## config.mk

```make
export PLATFORM = sky130hd
export DESIGN_NAME = snr_modulation_selector_unit_flat
export DESIGN_NICKNAME = d
export VERILOG_FILES = /design/src/rtl/sms_pkg.sv /design/src/rtl/sms_if.sv /design/src/rtl/snr_modulation_selector_unit.sv /design/src/rtl/sms_cfg_regs.sv /design/src/rtl/sms_decide.sv /design/src/flat_wrapper.sv
export SDC_FILE = /design/constraint.sdc
export NUM_CORES = 1
export LEC_CHECK = 0
export BUFFER_PORTS_ARGS = -buffer_cell sky130_fd_sc_hd__buf_2
export CAP_MARGIN = 20
export CORE_UTILIZATION = 25
export DETAILED_ROUTE_END_ITERATION = 12
export GPL_TIMING_DRIVEN = 0
export PLACE_DENSITY = 0.39
export SYNTH_ARGS = -nofsm -noshare
export SYNTH_HDL_FRONTEND = slang
export SYNTH_SLANG_ARGS = --single-unit
```

## constraint.sdc

```tcl
create_clock -name clk -period 13.9 [get_ports clk]
set_input_delay 0.695 -clock clk [delete_from_list [all_inputs] [get_ports clk]]
set_output_delay 0.695 -clock clk [all_outputs]
set_load 0.02 [all_outputs]
```

## src/rtl/sms_pkg.sv

```systemverilog
`timescale 1ns / 1ps
`default_nettype none

package sms_pkg;

  localparam int CODE_W      = 4;
  localparam int SNR_W       = 16;
  localparam int HYST_W      = 15;
  localparam int COUNT_W     = 16;
  localparam int COUNT_N_W   = 4;
  localparam int CFG_DATA_W  = 64;
  localparam int CFG_INDEX_W = 3;
  // Entries that the threshold and code registers can hold.
  localparam int MAX_ENTRIES = 8;

  typedef enum logic [CFG_INDEX_W-1:0] {
    REG_THR_LOW   = 3'd0,
    REG_THR_HIGH  = 3'd1,
    REG_CODES     = 3'd2,
    REG_ENTRIES   = 3'd3,
    REG_HYST      = 3'd4,
    REG_PERSIST   = 3'd5
  } sms_reg_e;

  typedef struct packed {
    logic [CODE_W-1:0]       current_constellation;
    logic signed [SNR_W-1:0] snr_estimate;
  } sms_sample_t;

  typedef struct packed {
    logic [CODE_W-1:0] chosen_constellation;
    logic              fallback_used;
  } sms_decision_t;

  typedef struct packed {
    logic [4*SNR_W-1:0]          threshold_low_group;
    logic [4*SNR_W-1:0]          threshold_high_group;
    logic [MAX_ENTRIES*CODE_W-1:0] entry_codes;
    logic [COUNT_N_W-1:0]        entries_in_use;
    logic [HYST_W-1:0]           hysteresis_margin;
    logic [COUNT_W-1:0]          persistence_limit;
  } sms_cfg_t;

  typedef struct packed {
    logic [CODE_W-1:0]  committed_code;
    logic               committed_valid;
    logic [CODE_W-1:0]  candidate_code;
    logic               candidate_valid;
    logic [COUNT_W-1:0] repeat_count;
  } sms_state_t;

endpackage

`default_nettype wire

```

## src/rtl/sms_if.sv

```systemverilog
`timescale 1ns / 1ps
`default_nettype none

interface sms_sample_if;
  import sms_pkg::*;
  logic        valid;
  logic        ready;
  sms_sample_t payload;

  modport source (output valid, output payload, input ready);
  modport sink   (input valid, input payload, output ready);
endinterface

interface sms_decision_if;
  import sms_pkg::*;
  logic          valid;
  logic          ready;
  sms_decision_t payload;

  modport source (output valid, output payload, input ready);
  modport sink   (input valid, input payload, output ready);
endinterface

`default_nettype wire

```

## src/rtl/snr_modulation_selector_unit.sv

```systemverilog
`timescale 1ns / 1ps
`default_nettype none

// Channel    Modport  Payload                                       Role
// ---------  -------  --------------------------------------------  ----------------------
// sample     sink     current_constellation[3:0], snr_estimate[15:0]  SNR estimate per frame
// decision   source   chosen_constellation[3:0], fallback_used        committed constellation
// cfg_*      plain    cfg_index[2:0], cfg_data[63:0], cfg_write        register writes
//
// A sample is held in the sample register, then its decision in the result register,
// where a stalled decision waits; one transaction is taken every cycle while decision
// ready keeps the result stage moving. The rate is set by the state update loop: table
// lookup, threshold compare and persistence count are combinational between the sample
// register and the state/result registers. Synchronous active-high rst clears stage
// valids, selector state and config, but resets entries_in_use to one.
// A stalled decision holds both stages; ready drops only when both are full.

module snr_modulation_selector_unit #(
  parameter int TABLE_DEPTH = 8
) (
  input  wire logic                             clk,
  input  wire logic                             rst,
  sms_sample_if.sink                            sample,
  sms_decision_if.source                        decision,
  input  wire logic                             cfg_write,
  input  wire logic [sms_pkg::CFG_INDEX_W-1:0]  cfg_index,
  input  wire logic [sms_pkg::CFG_DATA_W-1:0]   cfg_data
);
  import sms_pkg::*;

  sms_cfg_t      cfg;
  sms_state_t    sel_state;
  sms_state_t    sel_state_next;
  sms_sample_t   s1_sample;
  logic          s1_valid;
  sms_decision_t out_decision;
  sms_decision_t decision_next;
  logic          out_valid;
  logic          advance;

  sms_cfg_regs u_cfg (
    .clk       (clk),
    .rst       (rst),
    .cfg_write (cfg_write),
    .cfg_index (cfg_index),
    .cfg_data  (cfg_data),
    .cfg       (cfg)
  );

  // Lookup and proposal logic between the sample stage and the result stage
  sms_decide #(
    .TABLE_DEPTH (TABLE_DEPTH)
  ) u_decide (
    .cfg        (cfg),
    .cur_state  (sel_state),
    .sample     (s1_sample),
    .state_next (sel_state_next),
    .decision   (decision_next)
  );

  // Result stage can move when empty or being drained this cycle
  assign advance      = !out_valid || decision.ready;
  assign sample.ready = !s1_valid || advance;

  always_ff @(posedge clk) begin
    if (rst) begin
      s1_valid  <= 1'b0;
      out_valid <= 1'b0;
      sel_state <= '0;
    end else begin
      if (sample.ready) begin
        s1_valid <= sample.valid;
      end
      if (advance) begin
        out_valid <= s1_valid;
      end
      // State moves exactly once per item, as it leaves the sample stage
      if (advance && s1_valid) begin
        sel_state <= sel_state_next;
      end
    end
  end

  always_ff @(posedge clk) begin
    if (sample.valid && sample.ready) begin
      s1_sample <= sample.payload;
    end
    if (advance && s1_valid) begin
      out_decision <= decision_next;
    end
  end

  assign decision.valid   = out_valid;
  assign decision.payload = out_decision;

  // Reported code is always the code the selector carries forward
  a_commit_matches_out: assert property (@(posedge clk) disable iff (rst)
    (advance && s1_valid) |=> (sel_state.committed_code == out_decision.chosen_constellation))
    else $error("committed code differs from reported decision");

  a_committed_sticky: assert property (@(posedge clk) disable iff (rst)
    sel_state.committed_valid |=> sel_state.committed_valid)
    else $error("committed_valid dropped");

  a_candidate_sticky: assert property (@(posedge clk) disable iff (rst)
    sel_state.candidate_valid |=> sel_state.candidate_valid)
    else $error("candidate_valid dropped");

  a_count_idle: assert property (@(posedge clk) disable iff (rst)
    !sel_state.candidate_valid |-> (sel_state.repeat_count == '0))
    else $error("repeat count running without a candidate");

  a_stage_held: assert property (@(posedge clk) disable iff (rst)
    (s1_valid && !advance) |=> (s1_valid && $stable(s1_sample) && $stable(sel_state)))
    else $error("sample stage lost or state moved while stalled");

endmodule

`default_nettype wire

```

## src/rtl/sms_cfg_regs.sv

```systemverilog
`timescale 1ns / 1ps
`default_nettype none

module sms_cfg_regs (
  input  wire logic                             clk,
  input  wire logic                             rst,
  input  wire logic                             cfg_write,
  input  wire logic [sms_pkg::CFG_INDEX_W-1:0]  cfg_index,
  input  wire logic [sms_pkg::CFG_DATA_W-1:0]   cfg_data,
  output sms_pkg::sms_cfg_t                     cfg
);
  import sms_pkg::*;

  sms_cfg_t cfg_q;

  always_ff @(posedge clk) begin
    if (rst) begin
      cfg_q.threshold_low_group  <= '0;
      cfg_q.threshold_high_group <= '0;
      cfg_q.entry_codes          <= '0;
      cfg_q.entries_in_use       <= COUNT_N_W'(1);
      cfg_q.hysteresis_margin    <= '0;
      cfg_q.persistence_limit    <= '0;
    end else if (cfg_write) begin
      unique case (cfg_index)
        REG_THR_LOW:  cfg_q.threshold_low_group  <= cfg_data;
        REG_THR_HIGH: cfg_q.threshold_high_group <= cfg_data;
        REG_CODES:    cfg_q.entry_codes          <= cfg_data[MAX_ENTRIES*CODE_W-1:0];
        REG_ENTRIES:  cfg_q.entries_in_use       <= cfg_data[COUNT_N_W-1:0];
        REG_HYST:     cfg_q.hysteresis_margin    <= cfg_data[HYST_W-1:0];
        REG_PERSIST:  cfg_q.persistence_limit    <= cfg_data[COUNT_W-1:0];
        default: ;  // unmapped index, write dropped
      endcase
    end
  end

  assign cfg = cfg_q;

endmodule

`default_nettype wire

```

## src/rtl/sms_decide.sv

```systemverilog
`timescale 1ns / 1ps
`default_nettype none

module sms_decide #(
  parameter int TABLE_DEPTH = 8
) (
  input  sms_pkg::sms_cfg_t      cfg,
  input  sms_pkg::sms_state_t    cur_state,
  input  sms_pkg::sms_sample_t   sample,
  output sms_pkg::sms_state_t    state_next,
  output sms_pkg::sms_decision_t decision
);
  import sms_pkg::*;

  localparam int IDX_W = (TABLE_DEPTH > 1) ? $clog2(TABLE_DEPTH) : 1;
  localparam logic [COUNT_N_W-1:0] DEPTH_N = COUNT_N_W'(TABLE_DEPTH);
  localparam logic [IDX_W-1:0]     LAST_IDX = IDX_W'(TABLE_DEPTH - 1);

  logic [2*4*SNR_W-1:0]    thr_flat;
  logic signed [SNR_W-1:0] thr  [TABLE_DEPTH];
  logic [CODE_W-1:0]       code [TABLE_DEPTH];
  logic [COUNT_N_W-1:0]    n_eff;
  logic [CODE_W-1:0]       eff_code;
  logic                    hit;
  logic [IDX_W-1:0]        found;
  logic [IDX_W-1:0]        up_idx;
  logic [IDX_W-1:0]        down_idx;
  logic                    up_ok;
  logic signed [SNR_W:0]   up_bound;
  logic                    go_down;
  logic                    go_up;
  logic                    propose_en;
  logic [CODE_W-1:0]       propose_code;
  logic [COUNT_W:0]        count_inc;

  assign thr_flat = {cfg.threshold_high_group, cfg.threshold_low_group};

  always_comb begin
    for (int k = 0; k < TABLE_DEPTH; k++) begin
      thr[k]  = thr_flat[SNR_W*k +: SNR_W];
      code[k] = cfg.entry_codes[CODE_W*k +: CODE_W];
    end
  end

  // Table size: zero acts as one, oversize clamps to the depth
  always_comb begin
    if (cfg.entries_in_use == '0) begin
      n_eff = COUNT_N_W'(1);
    end else if (cfg.entries_in_use > DEPTH_N) begin
      n_eff = DEPTH_N;
    end else begin
      n_eff = cfg.entries_in_use;
    end
  end

  // Unknown committed code takes the link's current code
  assign eff_code = cur_state.committed_valid ? cur_state.committed_code
                                              : sample.current_constellation;

  // Lowest matching entry wins
  always_comb begin
    hit   = 1'b0;
    found = '0;
    for (int k = TABLE_DEPTH - 1; k >= 0; k--) begin
      if ((COUNT_N_W'(k) < n_eff) && (code[k] == eff_code)) begin
        hit   = 1'b1;
        found = IDX_W'(k);
      end
    end
  end

  assign up_idx   = (found == LAST_IDX) ? found : found + IDX_W'(1);
  assign down_idx = (found == '0) ? found : found - IDX_W'(1);
  assign up_ok    = (COUNT_N_W'(found) + COUNT_N_W'(1)) < n_eff;
  assign up_bound = $signed({thr[up_idx][SNR_W-1], thr[up_idx]})
                  + $signed({2'b00, cfg.hysteresis_margin});

  assign go_down = (found != '0) && (sample.snr_estimate < thr[found]);
  assign go_up   = !go_down && up_ok &&
                   ($signed({sample.snr_estimate[SNR_W-1], sample.snr_estimate}) > up_bound);

  assign propose_en   = hit && (go_down || go_up);
  assign propose_code = go_down ? code[down_idx] : code[up_idx];
  assign count_inc    = {1'b0, cur_state.repeat_count} + (COUNT_W+1)'(1);

  always_comb begin
    state_next                 = cur_state;
    state_next.committed_code  = eff_code;
    state_next.committed_valid = 1'b1;
    if (!hit) begin
      state_next.committed_code = sample.current_constellation;
    end else if (propose_en) begin
      if (!cur_state.candidate_valid || (propose_code != cur_state.candidate_code)) begin
        state_next.candidate_code  = propose_code;
        state_next.candidate_valid = 1'b1;
        state_next.repeat_count    = '0;
      end else if (count_inc >= {1'b0, cfg.persistence_limit}) begin
        state_next.repeat_count   = '0;
        state_next.committed_code = cur_state.candidate_code;
      end else begin
        state_next.repeat_count = count_inc[COUNT_W-1:0];
      end
    end
  end

  always_comb begin
    decision.chosen_constellation = state_next.committed_code;
    decision.fallback_used        = !hit;
  end

endmodule

`default_nettype wire

```

## src/flat_wrapper.sv

```systemverilog
// flat-port wrapper written by rule: the top's interface ports become plain ports
module snr_modulation_selector_unit_flat import sms_pkg::*;
#(
  parameter int TABLE_DEPTH = 8
)
  (clk, rst, cfg_write, cfg_index, cfg_data, sample_valid, sample_payload, sample_ready, decision_valid, decision_payload, decision_ready);
  sms_sample_if sample_i ();
  sms_decision_if decision_i ();
  input  wire logic clk;
  input  wire logic rst;
  input  wire logic cfg_write;
  input  wire logic [sms_pkg::CFG_INDEX_W-1:0] cfg_index;
  input  wire logic [sms_pkg::CFG_DATA_W-1:0] cfg_data;
  input wire logic [$bits(sample_i.valid)-1:0] sample_valid;
  input wire logic [$bits(sample_i.payload)-1:0] sample_payload;
  output wire logic [$bits(sample_i.ready)-1:0] sample_ready;
  output wire logic [$bits(decision_i.valid)-1:0] decision_valid;
  output wire logic [$bits(decision_i.payload)-1:0] decision_payload;
  input wire logic [$bits(decision_i.ready)-1:0] decision_ready;
  assign sample_i.valid = sample_valid;
  assign sample_i.payload = sample_payload;
  assign sample_ready = sample_i.ready;
  assign decision_valid = decision_i.valid;
  assign decision_payload = decision_i.payload;
  assign decision_i.ready = decision_ready;
  snr_modulation_selector_unit #(.TABLE_DEPTH(TABLE_DEPTH)) u_core (.clk(clk), .rst(rst), .sample(sample_i), .decision(decision_i), .cfg_write(cfg_write), .cfg_index(cfg_index), .cfg_data(cfg_data));
endmodule
```

==> out/results.txt, run 1 <==
outcome: complete, no violations
Fin Clk Skew: 30.9 ps
setup TNS: 0 ps
Synth cell types: 91
final slew viol count: 0
clock transition at the registers of the reported paths: 60 ps
io pins: 99
commonest non-fill, non-tap cells in the layout: 712 x nand2_1, 227 x a21oi_1, 223 x dfxtp_1, 141 x nand3_1, 118 x clkbuf_1
critical path class: flip-flop to flip-flop
WL/cell: 23.5 um
top_reg_cell synth: dfxtp_1
wirelength, routed: 70500 um
clock buffer depth: 3
CORE AREA: 59500 um^2
Std-Cell Rows: 89
Clock Tree Root: clkbuf_16
max_slew headroom: 0.233
fin util: 0.298
CTS resizes: 0
asr flop ratio synth: 0
CTS tree: built
# DRC: 0
Crit path required time: 14350 ps
Seq/Total Area, Yosys: 0.344
Max VDD drop: 0.0928 mV
vias in the first global route: 15065
FF+latch count, synth: 248
nets@finish: 2371
IO buf count: 97
via/cell ratio: 5.16
actual slew at the worst max-slew pin: 1140 ps
DP HPWL: 56300 um
worst hold path type: input pin to flip-flop
final hold violation count: 0
total grt overflow: 0
final setup vio count: 0
syn nets: 2237
layout cells sized above 1: 0.0986
DR vias: 15491
Mapped Area: 15200 um^2
endpoint class of the critical path: flip-flop
cell area power density: 104 nW/um^2
routability congestion estimate: 0.961
later-pin clock latency in the skew report: 620 ps
Post-synth EDFFs: 25
fin crit period: 13090 ps
GRT Util Overall: 0.227
fmax: 76.4 MHz
max-cap violations: 0
hold buffers post-CTS: 0
global-route wire length before repair: 102000 um
Num CTS Buffers: 31
starting density of the core: 0.255
synth warn: 0
DIE AREA: 61600 um^2
Layout Cell Area excl Fill: 17700 um^2
H-tree Lvls: 1
TritonRoute pass-1 iters: 5
Detail Route Antenna Nets: 0
die width: 248 um
Setup Fix Bufs, Post-CTS: 0
period utilisation layout: 0.942
Mean Syn Cell Area: 7.32 um^2
commonest non-fill, non-tap cell in the layout: nand2_1
CP Max Fanout: 10
unrepaired setup endpoints after global routing: false
Die Y: 248 um
max incr delay on CP: 690 ps
Placed Area: 16700 um^2
Worst EP arrival: 13540 ps
DRT iter0 DRCs: 1278
cells after synthesis: 2072
largest net degree at the start of global routing: 17
CTS sink cnt: 248
P_leak: 6.18 nW
antenna violations before repair: 1
crit path max-delay cell type: clkbuf_1
type of origin of the critical path: flip-flop
Area Overhead vs Synth: 16.8%
cell families (layout without fill, tap and decap cells):
logic type / count (synthesis) / after routing / synth area share
simple gates: 1037 / 1037 / 0.300
compound gates: 456 / 456 / 0.193
flops: 248 / 248 / 0.344
buf+inv: 178 / 337 / 0.0483
fa+ha+maj: 73 / 73 / 0.0608
xor+xnor: 58 / 58 / 0.0335
mux: 22 / 22 / 0.0208
other cells: 0 / 1 / 0
cells in the mapped netlist, types with 11 or more instances:
cell type / n / share of area
xnor2_1: 44 / 0.025
o21a_1: 14 / 0.0069
nor3_1: 11 / 0.0036
mux2i_1: 12 / 0.0079
o211ai_1: 15 / 0.0074
nor2_1: 46 / 0.011
nor2b_1: 12 / 0.0050
xor2_1: 14 / 0.0081
nand4_1: 21 / 0.0087
and3_1: 25 / 0.010
inv_1: 49 / 0.012
clkbuf_1: 109 / 0.027
a311oi_1: 18 / 0.010
ha_1: 72 / 0.059
edfxtp_1: 25 / 0.050
nand2_1: 712 / 0.18
a211oi_1: 17 / 0.0084
a31oi_1: 19 / 0.0078
nand3_1: 141 / 0.047
o21ai_0: 44 / 0.015
a21oi_1: 227 / 0.075
a21o_1: 19 / 0.0094
dfxtp_1: 223 / 0.29
path summary, 6_finish.rpt:
path / startpoint / end / slack [ps] / depth (start not counted)
max: u_core.sel_state[21] / u_core.sel_state[12] / 810 / 46
min: sample_payload[1] / u_core.s1_sample[1] / 250 / 1
max reg2reg: u_core.sel_state[21] / u_core.sel_state[12] / 810 / 46
min reg2reg: u_core.u_cfg.cfg[8] / u_core.u_cfg.cfg[8] / 450 / 2
critical path: cells and delay by family (launching register included):
family | cells | cell delay (ps)
fa+ha+maj | 4 | 1270
simple gates | 13 | 2610
compound gates | 18 | 4370
mux | 1 | 570
buf+inv | 9 | 3590
xor+xnor | 1 | 150
flops | 1 | 320
per-layer routing:
layer  global-route usage  up-vias  wire length (um)
li1                     -     7445                 -
met1                0.305     7503             32500
met2                0.373      443             32000
met5                    0        -                13
met3               0.0283       98              3430
met4               0.0794        2              2570
state kept, by name, indices dropped and copies added, names as in the netlist:
| signal | count |
|---|---|
| u_core.decision.payload | 5 |
| u_core.s1_valid | 1 |
| u_core.u_cfg.cfg | 195 |
| u_core.decision.valid | 1 |
| u_core.s1_sample | 20 |
| u_core.sel_state | 26 |
power breakdown:
| group | leakage, nW | internal [mW] | switching (mW) |
|---|---|---|---|
| combinational | 3.61 | 0.0762 | 0.162 |
| sequential | 2.05 | 0.741 | 0.0226 |
| clock | 0.518 | 0.492 | 0.347 |
through the flow:
step | power [mW] | setup WS [ps] | hold WS [ps] | instances
floorplan | 0.908 | 4370 | 436 | 2072
global placement | 1.01 | 484 | 445 | 2942
detailed placement | 1.02 | 572 | 450 | 2945
CTS | 1.86 | 498 | 236 | 3003
global route | 1.91 | 113 | 237 | 3004
finish | 1.84 | 808 | 250 | 3005
cell type report:
class,instances,area [um^2]
Sequential cell,248,5220
Tap cell,773,967
Inverter,51,191
Buffer,127,541
Fill cell,6526,41800
Clock inverter,11,124
Timing Repair Buffer,101,531
Clock buffer,47,917
Antenna cell,1,2.50
Multi-Input combinational cell,1646,9220
Power figures use the tool's default switching activity.
==> run 2: changes to the inputs <==
--- a/config.mk
+++ b/config.mk
@@ -7,10 +7,11 @@
 export LEC_CHECK = 0
 export BUFFER_PORTS_ARGS = -buffer_cell sky130_fd_sc_hd__buf_2
 export CAP_MARGIN = 20
-export CORE_UTILIZATION = 25
+export CORE_UTILIZATION = 44
 export DETAILED_ROUTE_END_ITERATION = 12
 export GPL_TIMING_DRIVEN = 0
-export PLACE_DENSITY = 0.39
+export PLACE_DENSITY = 0.6
+export RECOVER_POWER = 50
 export SYNTH_ARGS = -nofsm -noshare
 export SYNTH_HDL_FRONTEND = slang
 export SYNTH_SLANG_ARGS = --single-unit
==> out/results.txt, run 2 (synthesized netlist as in run 1, its figures left out) <==
setup TNS: 0 ps
register area: 5220 um^2
cell area power density: 100 nW/um^2
fillcell total: 3498
CTS sink cnt: 248
CTS tree: built
max incr delay on CP: 740 ps
Clock Tree Root: clkbuf_16
TritonRoute pass-1 iters: 5
IO buf count: 97
H-tree Lvls: 1
layout cells sized above 1: 0.0911
fin crit period: 13260 ps
final worst slack: 642 ps
Die Y: 188 um
DIE AREA: 35200 um^2
total grt overflow: 0
starting density of the core: 0.450
clock transition at the registers of the reported paths: 60 ps
Fin Clk Skew: 13.1 ps
diodes inserted: 0
DP HPWL: 48800 um
critical path class: flip-flop to flip-flop
later-pin clock latency in the skew report: 550 ps
via/cell ratio: 5.83
Worst EP arrival: 13680 ps
# DRC: 0
Area Overhead vs Synth: 12.9%
final setup vio count: 0
die width: 188 um
crit path max-delay cell type: a21oi_1
outcome: complete, no violations
actual slew at the worst max-slew pin: 1220 ps
largest net degree at the start of global routing: 21
area occupied by multi-input gates: 9220 um^2
Std-Cell Rows: 67
WL/cell: 23.2 um
GRT Util Overall: 0.346
io pins: 99
antenna violations before repair: 1
vias in the first global route: 14582
CP Max Fanout: 10
wirelength, routed: 61900 um
commonest non-fill, non-tap cells in the layout: 712 x nand2_1, 227 x a21oi_1, 223 x dfxtp_1, 141 x nand3_1, 122 x clkbuf_1
P_leak: 6.06 nW
endpoint class of the critical path: flip-flop
Crit path required time: 14320 ps
max-cap violations: 0
type of origin of the critical path: flip-flop
nets@finish: 2367
final hold violation count: 0
period utilisation layout: 0.954
DR vias: 15547
CP dominant cell by count: clkbuf_1
DRT iter0 DRCs: 1588
hold buffers post-CTS: 0
routability congestion estimate: 1.04
clock buffer depth: 3
global-route wire length before repair: 91800 um
Register-to-Register Setup Slack: 640 ps
CORE AREA: 33700 um^2
Max VDD drop: 0.0826 mV
max_slew headroom: 0.185
unrepaired setup endpoints after global routing: false
fmax: 75.4 MHz
worst hold path type: input pin to flip-flop
Post-Place Worst Slack: 885 ps
Num CTS Buffers: 28
Setup Fix Bufs, Post-CTS: 0
final slew viol count: 0
CTS resizes: 0
max FFs per register: 195
Detail Route Antenna Nets: 0
commonest non-fill, non-tap cell in the layout: nand2_1
[run 2: stage by stage]
stage                     instances  power (mW)  instance area (um^2)  hold slack (ps)  utilization
after CTS                      2664        1.72                 17100              303        0.508
after floorplan                2072       0.908                 15200              436            -
after global placement         2617        1.00                 16200              444        0.481
final                          2665        1.72                 17100              316        0.508
after global routing           2665        1.77                 17100              307        0.508
after detailed placement       2619        1.00                 16200              449        0.482
[run 2: worst max-delay path, delay by kind of cell, from the launching register on]
| family | cells | cell delay [ps] |
|---|---|---|
| xor+xnor | 1 | 140 |
| simple gates | 14 | 2840 |
| fa+ha+maj | 4 | 1290 |
| compound gates | 18 | 4380 |
| buf+inv | 9 | 3550 |
| flops | 1 | 320 |
| mux | 1 | 550 |
[run 2: area by class of cell]
cell class | instances | area share
multi-input combinational | 1646 | 0.539
sequential | 248 | 0.305
clock buffer | 38 | 0.0473
tap | 448 | 0.0328
buffer | 127 | 0.0316
timing repair buffer | 100 | 0.0293
inverter | 51 | 0.0112
clock inverter | 7 | 0.00439
[run 2: path summary, 6_finish.rpt]
kind,from,end,cells past startpoint
worst max-delay path,u_core.sel_state[21],u_core.sel_state[12],47
worst min-delay path,sample_payload[14],u_core.s1_sample[14],1
worst max register to register,u_core.sel_state[21],u_core.sel_state[12],47
worst min register to register,u_core.u_cfg.cfg[8],u_core.u_cfg.cfg[8],2
[run 2: per-layer routing]
metal  track usage  vias to the layer above  part of all wire
met5             0                        -                 0
met4         0.192                        0             0.066
met3        0.0386                      167             0.065
met2         0.565                      646              0.45
met1         0.447                     7313              0.42
li1              -                     7421                 -
[run 2: power by group]
group          total (mW)  internal [mW]  switching, mW
Combinational       0.231         0.0750          0.156
Sequential          0.762          0.741         0.0211
Clock               0.722          0.422          0.300
Total                1.72           1.24          0.477
==> run 3: changes to the inputs <==
--- a/config.mk
+++ b/config.mk
@@ -6,7 +6,7 @@
 export NUM_CORES = 1
 export LEC_CHECK = 0
 export BUFFER_PORTS_ARGS = -buffer_cell sky130_fd_sc_hd__buf_2
-export CAP_MARGIN = 20
+export CORE_ASPECT_RATIO = 1.1
 export CORE_UTILIZATION = 44
 export DETAILED_ROUTE_END_ITERATION = 12
 export GPL_TIMING_DRIVEN = 0
==> out/results.txt, run 3 (synthesized netlist as in run 1, its figures left out) <==
vias in the first global route: 14761
GRT Util Overall: 0.360
placed insts: 2602
Crit path required time: 14340 ps
Num CTS Buffers: 29
WL/cell: 23.7 um
max FFs per register: 195
DP HPWL: 49500 um
DR vias: 15618
CP Launch Point: u_core.sel_state[21]
clock transition at the registers of the reported paths: 60 ps
Hold Path Origin: sample_payload[6]
fmax: 77.0 MHz
io pins: 99
Std-Cell Rows: 70
fin cells: 2656
later-pin clock latency in the skew report: 600 ps
hold buffers post-CTS: 0
nets@finish: 2366
max incr delay on CP: 600 ps
Area Overhead vs Synth: 13.7%
RR Startpoint: u_core.sel_state[21]
actual slew at the worst max-slew pin: 1590 ps
Pwr Total: 1.81 mW
Critical path buffers and inverters: 9
Clock Tree Root: clkbuf_16
Crit path max-delay family: compound AO/OA/AOI/OAI gates
Detail Route Antenna Nets: 0
CORE AREA: 33500 um^2
layout cells sized above 1: 0.0944
cell area power density: 105 nW/um^2
type of origin of the critical path: flip-flop
crit path max-delay cell type: clkbuf_1
routability congestion estimate: 1.00
diodes inserted: 0
max_slew headroom: -0.0631
via/cell ratio: 5.88
CTS tree: built
Setup Fix Bufs, Post-CTS: 0
Die Y: 197 um
IO buf count: 97
commonest non-fill, non-tap cell in the layout: nand2_1
DRT iter0 DRCs: 1330
Worst EP arrival: 13430 ps
setup TNS: 0 ps
area occupied by multi-input gates: 9220 um^2
clock buffer depth: 3
fin crit period: 12990 ps
largest net degree at the start of global routing: 21
fillcell total: 3406
critical path class: flip-flop to flip-flop
final hold violation count: 0
DIE AREA: 35200 um^2
Max VDD drop: 0.102 mV
P_leak: 6.13 nW
endpoint class of the critical path: flip-flop
CP Max Fanout: 10
failing checks: max-capacitance violations, max-slew violations
total grt overflow: 0
period utilisation layout: 0.935
max-cap violations: 1
TritonRoute pass-1 iters: 6
final slew viol count: 21
# DRC: 0
register area: 5220 um^2
CTS sink cnt: 248
wirelength, routed: 62800 um
unrepaired setup endpoints after global routing: false
starting density of the core: 0.452
die width: 179 um
final setup vio count: 0
commonest non-fill, non-tap cells in the layout: 712 x nand2_1, 226 x a21oi_1, 223 x dfxtp_1, 141 x nand3_1, 120 x clkbuf_1
antenna violations before repair: 0
global-route wire length before repair: 92700 um
outcome: complete, but fails checks
worst hold path type: input pin to flip-flop
H-tree Lvls: 1
Fin Clk Skew: 16.9 ps
[run 3: cell types whose count changed in the layout (fill, tap and decap cells not counted), sizes merged]
cell | before | now
buf | 109 | 108
bufinv | 1 | 2
clkbuf | 156 | 159
clkinv | 7 | 9
clkinvlp | 0 | 2
[run 3: final cells by class]
cell class / instances / area share
timing repair buffer: 98 / 0.0282
multi-input combinational: 1646 / 0.535
tap: 432 / 0.0314
clock inverter: 12 / 0.00762
inverter: 51 / 0.0111
buffer: 127 / 0.0314
clock buffer: 42 / 0.0527
sequential: 248 / 0.303
[run 3: where the power goes]
part / switching, mW / total, mW / internal [mW] / leakage (nW)
logic: 0.155 / 0.230 / 0.0749 / 3.57
clock network: 0.330 / 0.822 / 0.492 / 0.509
registers: 0.0221 / 0.763 / 0.741 / 2.05
total: 0.506 / 1.81 / 1.31 / 6.13
[run 3: per-stage QoR]
stage	util	worst slack, ps	hold slack [ps]	cell area (um^2)
CTS	0.514	805	263	17200
detailed placement	0.483	877	447	16200
global route	0.514	191	267	17200
floorplan	-	4370	436	15200
finish	0.514	910	275	17200
global placement	0.482	949	443	16200
[run 3: worst register-to-register path: cells and delay by family (launching register included)]
family	cells	cell delay, ps
xor gates and xnor gates	2	360
adders and majority gates	4	1200
muxes	1	530
AOI/OAI and AO/OA	20	4280
DFF	1	320
buffers and inverters	9	3540
and+or+nand+nor	12	2560
[run 3: worst paths after layout]
check | slack (ps) | endpoint | cells past startpoint
hold / removal | 280 | u_core.s1_sample[6] | 1
hold reg to reg | 450 | u_core.u_cfg.cfg[8] | 2
setup / recovery | 910 | u_core.sel_state[17] | 48
setup reg to reg | 910 | u_core.sel_state[17] | 48
[run 3: timing repair]
item / CTS / global route
resized for setup: 0 / 1
endpoints found under the hold margin: 0 / 0
endpoints found under the setup margin: 0 / 2
[run 3: metal layers]
metal  global-route usage  up-vias  share of wire
met3               0.0424      169          0.058
met4                0.240        0          0.073
li1                     -     7418              -
met5                    0        -              0
met1                0.444     7390           0.41
met2                0.587      641           0.46
